**src/rtl/vr_pkg.sv**
```systemverilog
`default_nettype none

package vr_pkg;

  localparam int LANES = 3;

  // Direction length: 32-bit sum of squares scaled up by 2^28.
  localparam int SQ1_IW = 60;
  localparam int SQ1_OW = SQ1_IW / 2;
  // Unit direction divider.
  localparam int NUM_SH = 29;
  localparam int DIV_NW = 46;
  localparam int DIV_DW = SQ1_OW + 1;
  localparam int DIV_QW = 15;
  // Discriminant root; a positive discriminant stays below 2^53.
  localparam int SQ2_IW = 56;
  localparam int SQ2_OW = SQ2_IW / 2;

  localparam int Q_SH   = 14;
  localparam int OUT_SH = 28;
  localparam int ROOT_SH = 7;
  localparam int DT_W   = 20;
  localparam int OM_W   = 40;
  localparam int EO_W   = 56;
  localparam int T_W    = 44;
  localparam int ET_W   = 60;
  localparam int DISC_W = 62;
  localparam int ND_W   = 36;
  localparam int NR_W   = 45;
  localparam int TG_W   = 38;
  localparam int AC_W   = 57;

  localparam logic [63:0] ONE_Q28 = 64'd1 << 28;
  localparam logic [63:0] ONE_Q42 = 64'd1 << 42;

  typedef struct packed {
    logic signed [15:0] dir_x;
    logic signed [15:0] dir_y;
    logic signed [15:0] dir_z;
    logic signed [15:0] norm_x;
    logic signed [15:0] norm_y;
    logic signed [15:0] norm_z;
    logic        [15:0] eta_ratio;
  } vr_ray_t;

  typedef struct packed {
    logic signed [15:0] out_x;
    logic signed [15:0] out_y;
    logic signed [15:0] out_z;
    logic               did_refract;
  } vr_res_t;

  // Travels alongside the length and divider pipelines.
  typedef struct packed {
    logic [LANES-1:0][15:0] d;
    logic [LANES-1:0][15:0] n;
    logic [15:0]            eta;
    logic                   zero;
  } vr_side1_t;

  // Travels alongside the cosine, discriminant and root stages.
  typedef struct packed {
    logic [LANES-1:0][15:0] u;
    logic [LANES-1:0][15:0] n;
    logic [15:0]            eta;
    logic [DT_W-1:0]        dt;
    logic                   ok;
  } vr_side2_t;

  // Arithmetic shift right with rounding half away from zero.
  function automatic logic signed [63:0] rnd_shr(input logic signed [63:0] v,
                                                 input int sh);
    logic signed [63:0] h;
    h = 64'sd1 <<< (sh - 1);
    if (v < 0) begin
      return (v + h - 64'sd1) >>> sh;
    end
    return (v + h) >>> sh;
  endfunction

  function automatic logic [15:0] sat16(input logic signed [63:0] v);
    if (v > 64'sd32767) begin
      return 16'h7fff;
    end
    if (v < -64'sd32768) begin
      return 16'h8000;
    end
    return v[15:0];
  endfunction

endpackage

`default_nettype wire

```
**src/rtl/vr_sqrt.sv**
```systemverilog
`default_nettype none

// Pipelined integer square root, one root bit per stage.
module vr_sqrt import vr_pkg::*; #(
  parameter int IW     = SQ1_IW,
  parameter int SIDE_W = 1
) (
  input  wire logic              clk,
  input  wire logic              rst,
  input  wire logic              in_valid,
  input  wire logic [IW-1:0]     x,
  input  wire logic [SIDE_W-1:0] side_in,
  output logic                   out_valid,
  output logic [IW/2-1:0]        root,
  output logic [SIDE_W-1:0]      side_out
);

  localparam int OW = IW / 2;
  localparam int RW = OW + 2;

  logic [OW-1:0]     vq;
  logic [IW-1:0]     xq [0:OW-2];
  logic [RW-1:0]     rq [0:OW-2];
  logic [OW-1:0]     tq [0:OW-1];
  logic [SIDE_W-1:0] sq [0:OW-1];

  logic [IW-1:0]     xi    [0:OW-1];
  logic [RW-1:0]     ri    [0:OW-1];
  logic [OW-1:0]     ti    [0:OW-1];
  logic [SIDE_W-1:0] si    [0:OW-1];
  logic [RW-1:0]     rsh   [0:OW-1];
  logic [RW-1:0]     trial [0:OW-1];
  logic [RW-1:0]     nrem  [0:OW-1];
  logic [OW-1:0]     nroot [0:OW-1];

  always_comb begin
    xi[0] = x;
    ri[0] = '0;
    ti[0] = '0;
    si[0] = side_in;
    for (int k = 1; k < OW; k++) begin
      xi[k] = xq[k-1];
      ri[k] = rq[k-1];
      ti[k] = tq[k-1];
      si[k] = sq[k-1];
    end
    for (int k = 0; k < OW; k++) begin
      rsh[k]   = {ri[k][RW-3:0], xi[k][IW-1-2*k -: 2]};
      trial[k] = {ti[k], 2'b01};
      if (rsh[k] >= trial[k]) begin
        nrem[k]  = rsh[k] - trial[k];
        nroot[k] = {ti[k][OW-2:0], 1'b1};
      end else begin
        nrem[k]  = rsh[k];
        nroot[k] = {ti[k][OW-2:0], 1'b0};
      end
    end
  end

  always_ff @(posedge clk) begin
    if (rst) begin
      vq <= '0;
    end else begin
      vq <= {vq[OW-2:0], in_valid};
    end
  end

  always_ff @(posedge clk) begin
    for (int k = 0; k < OW - 1; k++) begin
      xq[k] <= xi[k];
      rq[k] <= nrem[k];
    end
    for (int k = 0; k < OW; k++) begin
      tq[k] <= nroot[k];
      sq[k] <= si[k];
    end
  end

  assign out_valid = vq[OW-1];
  assign root      = tq[OW-1];
  assign side_out  = sq[OW-1];

endmodule

`default_nettype wire

```
**config.mk**
```make
export PLATFORM = sky130hd
export DESIGN_NAME = vr_sqrt
export DESIGN_NICKNAME = d
export VERILOG_FILES = /design/src/rtl/vr_pkg.sv /design/src/rtl/vr_sqrt.sv
export SDC_FILE = /design/constraint.sdc
export NUM_CORES = 2
export LEC_CHECK = 0
export BUFFER_PORTS_ARGS = -buffer_cell sky130_fd_sc_hd__clkbuf_2
export CORE_ASPECT_RATIO = 1.25
export CORE_MARGIN = 8
export CORE_UTILIZATION = 56
export DETAILED_ROUTE_END_ITERATION = 16
export GPL_TIMING_DRIVEN = 0
export MAX_ROUTING_LAYER = met4
export PLACE_DENSITY = 0.8
export SLEW_MARGIN = 10
export SYNTH_ARGS = -nofsm -noshare
export SYNTH_HDL_FRONTEND = slang
export SYNTH_SLANG_ARGS = --single-unit
```
**constraint.sdc**
```tcl
create_clock -name clk -period 3.7 [get_ports clk]
set_clock_uncertainty 0.15 [all_clocks]
set_input_delay 0 -clock clk [delete_from_list [all_inputs] [get_ports clk]]
set_output_delay 0 -clock clk [all_outputs]
set_load 0.05 [all_outputs]
```
==> summary.txt <==
Run status
  – Status: finished, final reports clean

Pwr
  – Lkg Pwr: around 0.043 uW
  – Peak VDD IR: around 540 uV
  – Pwr Total: about 64,000 uW
  – PwrDens: 698 nW/um2

Timing
  – Fmax: 0.272 GHz
  – Hold WS: around 150 ps
  – Setup TNS: 0 ps
  – Max_slew headroom: between 30% and 40%
  – RSZ-0062 raised after global routing: yes
  – Tcrit/Tclk final: between 90% and 100%
  – Final setup viols: 0
  – Final critical path time including I/O delays and setup: 3670 ps
  – Slew @ Worst Pin: about 920 ps
  – Fin. Hold Viols: 0
  – Max-slew violations: 0

Setup path
  – CP arrival: about 4300 ps
  – Cell repeated most along the worst path: or4_4
  – Reg-to-reg critical path startpoint: rq[0][308]
  – CP max-delay cell: or4_4
  – Worst-path cell chain: or4_4 -> or3_4 -> or3_1 -> or2_4 -> or4_4 -> or4_1 -> buf_6 -> clkbuf_8 -> a21oi_1
  – Max incr delay on CP: 550 ps
  – Crit end category: flip-flop
  – Delay-heaviest family, CP: simple AND/OR/NAND/NOR gates
  – CP Buf/Inv Count: 2
  – Critical Path Start Type: flip-flop
  – Crit-path max FO: 10
  – CP Class: flip-flop to flip-flop
  – CP Data Required Time: 4280 ps
  – Cells on worst reg2reg path: 9
  – RR Endpoint: rq[0][325]
  – Reg2Reg Setup Slack: roughly 25 ps

Cells and area
  – Share of cells above drive strength 1: about 7.6%
  – Storage cell area: around 45,000 um2
  – Final cell count without fillers: 10,300
  – Fin nets: between 8,000 and 9,000
  – Fillers: around 11,000
  – Multi-input logic area: 33,000 um2
  – Area Overhead vs Synth: 14.0%
  – Layout Utilization: roughly 64%

Die
  – Die Ht: around 440 um
  – Die Wd: between 300 and 400 um
  – I/O pins: 96
  – Die ar.: around 160,000 um2
  – Initial core utilization: between 50 and 60%
  – Core Region: ~140,000 um2
  – Row count: between 150 and 200

Synth
  – Mean Syn Cell Area: ~10 um2
  – Post-Syn Nets: 8,391
  – Mux cell area share after synthesis: roughly 1.1%
  – Warnings, synthesis: 0
  – Synth unique cells: 87
  – Mapped Cells: about 7,800
  – Flops & latches, synth: between 2,000 and 2,500
  – Dominant synthesized flop cell: dfxtp_1
  – Xor-xnor portion of the synthesized cell area: ~7.6%
  – Fraction of registers with async set/reset: 0%
  – Area of the mapped netlist: approximately 80,000 um2
  – Compound-gate portion of the synthesized area: around 12%
  – Number of synthesized flops with an enable pin: 0
  – Sequential share of the synthesized area: a little under three fifths
  – Adder-Cell Fraction of Synth Area: 7.76%
  – Simple-Gate Fraction of Synth Area: between 10% and 20%
  – Combinational family with the most area after synthesis: compound AO/OA/AOI/OAI gates

CTS
  – TritonCTS clock tree: yes
  – Clk sink count: around 2,200
  – Clk_lat worst skew: 860 ps
  – Inserted Clock Buffers: between 150 and 200
  – Clock Tree Root: clkbuf_16
  – Clk slew on worst S/H paths: around 60 ps
  – Clk buf depth: 3
  – H-tree depth: 4

Global route
  – GR Util All Layers: 22.7%
  – Vias in the first global route: between 50,000 and 60,000
  – Initial antenna violation count: 1
  – GRT overflow: 0
  – Largest net degree at the start of global routing: 20
  – Global-route wire length before repair: between 200 and 300 mm

Place
  – Cell count after placement: 9,808
  – Post-DP HPWL: 132 mm
  – PortBufs: between 90 and 100
  – GPL Wtd Cong: ~0.94

Worst hold path
  – Min-delay worst type: flip-flop to flip-flop
  – Hold_sp: xq[1][9]
  – Hold Path Stages: 0
  – WHS Endpoint: xq[1][69]

Routing
  – DR DRC count: 0
  – Post-Route WL: approximately 180 mm
  – DR iter-0 viols: a little over 3,000
  – Drt via density: ~5.4
  – Number of iterations in the first detailed-routing pass: 6
  – Wire per inst: around 17 um
  – Routed vias: ~55,000
  – Antenna Nets Post-Route: 0

Run
  – Max-Cap Viols: 0
[routing by layer]
layer,part of all wire (%),global-route usage (%)
met5,0,-
met4,6.3,13.2
met3,3.6,3.06
met2,53,42.2
met1,37,22.6
[worst max-delay path by stage]
| stage | start | end | cells past startpoint |
|---|---|---|---|
| after global placement | tq[1][276] | rq[1][344] | 12 |
| final | rq[0][308] | rq[0][325] | 9 |
| after global routing | rq[0][308] | rq[0][322] | 10 |
| after CTS | tq[1][270] | rq[1][344] | 12 |
| after floorplan | rq[0][306] | rq[0][341] | 10 |
| after detailed placement | tq[1][276] | rq[1][344] | 12 |
[state kept, by name (all words and copies together), names as in the netlist]
register / cells
rq: 828
sq: 30
tq: 465
vq: 30
xq: 870
[power by group]
group / internal, uW / switching (uW)
sequential: 27900 / 3050
combinational: 5170 / 6930
clock: 11900 / 8800
[metrics by stage]
stage / instance area, um2 / worst slack [ps]
3_5_place_dp: 83000 / -1070
6_report: 91400 / 25.2
2_1_floorplan: 80200 / 257
3_3_place_gp: 83000 / -1080
4_1_cts: 91200 / 5.84
5_1_grt: 91400 / -46.1
[cell usage after synthesis (12+ instances only)]
master / n / area, um2
a2111oi_0: 13 / 114
a211o_1: 13 / 114
a211oi_1: 37 / 278
a21o_1: 190 / 1430
a21oi_1: 508 / 2540
a31oi_1: 41 / 257
a41oi_1: 17 / 149
and2_1: 24 / 150
and3_1: 31 / 194
clkbuf_1: 147 / 552
dfxtp_1: 2223 / 44500
ha_1: 497 / 6220
inv_1: 611 / 2290
mux2_2: 66 / 743
nand2_1: 545 / 2050
nand2b_1: 95 / 594
nand3_1: 125 / 626
nand3b_1: 17 / 128
nand4_1: 86 / 538
nor2_1: 437 / 1640
nor2b_1: 98 / 613
nor3_1: 178 / 891
nor3b_1: 14 / 105
nor4_1: 106 / 663
o2111ai_1: 12 / 105
o211ai_1: 38 / 285
o21a_1: 77 / 578
o21ai_0: 422 / 2110
o21bai_1: 49 / 368
o31ai_1: 44 / 330
or2_2: 46 / 288
or3_1: 81 / 507
or4_1: 43 / 323
xnor2_1: 352 / 3080
xor2_1: 345 / 3020
[cell families (layout without fill, tap and decap cells)]
kind of cell / Yosys count / in the layout
XOR/XNOR: 697 / 697
flip-flops: 2223 / 2223
multiplexers: 75 / 75
adder cells (fa/ha/maj): 497 / 497
AO/OA/AOI/OAI: 1593 / 1593
AND/OR/NAND/NOR: 1972 / 1972
other: 1 / 6
buffers and inverters: 772 / 1347
[final cells by class]
class                      instances  share of cell area, %
antenna                            5                 0.0137
buffer                           153                  0.717
clock buffer                     265                   6.02
clock inverter                    82                   1.37
inverter                         614                   2.52
multi-input combinational       4835                   36.1
sequential                      2223                   48.7
tap                             1884                   2.58
timing repair buffer             233                   2.01
[timing repair]
action | CTS | global route
setup endpoints to repair | 201 | 254
buffers inserted | 4 | 6
pin swaps | 4 | 5
hold endpoints to repair | 92 | 0
resized for setup | 34 | 87
hold buffers | 129 | 0
[layout by cell type (no fill, tap or decap), types with 46 or more instances in the layout]
| cell type | count |
|---|---|
| nor4_1 | 101 |
| mux2_2 | 66 |
| or2_2 | 46 |
| a21oi_1 | 505 |
| clkbuf_16 | 193 |
| nor3_1 | 174 |
| or3_1 | 81 |
| o21ai_0 | 416 |
| nand3_1 | 124 |
| inv_1 | 611 |
| dlygate4sd3_1 | 129 |
| o21bai_1 | 49 |
| clkbuf_1 | 145 |
| clkbuf_2 | 119 |
| nand4_1 | 86 |
| xnor2_1 | 351 |
| nor2b_1 | 98 |
| o21a_1 | 77 |
| xor2_1 | 345 |
| a21o_1 | 190 |
| ha_1 | 496 |
| nor2_1 | 435 |
| dfxtp_1 | 2222 |
| nand2b_1 | 94 |
| nand2_1 | 545 |
Note: power is estimated with default switching activity, not from simulation.
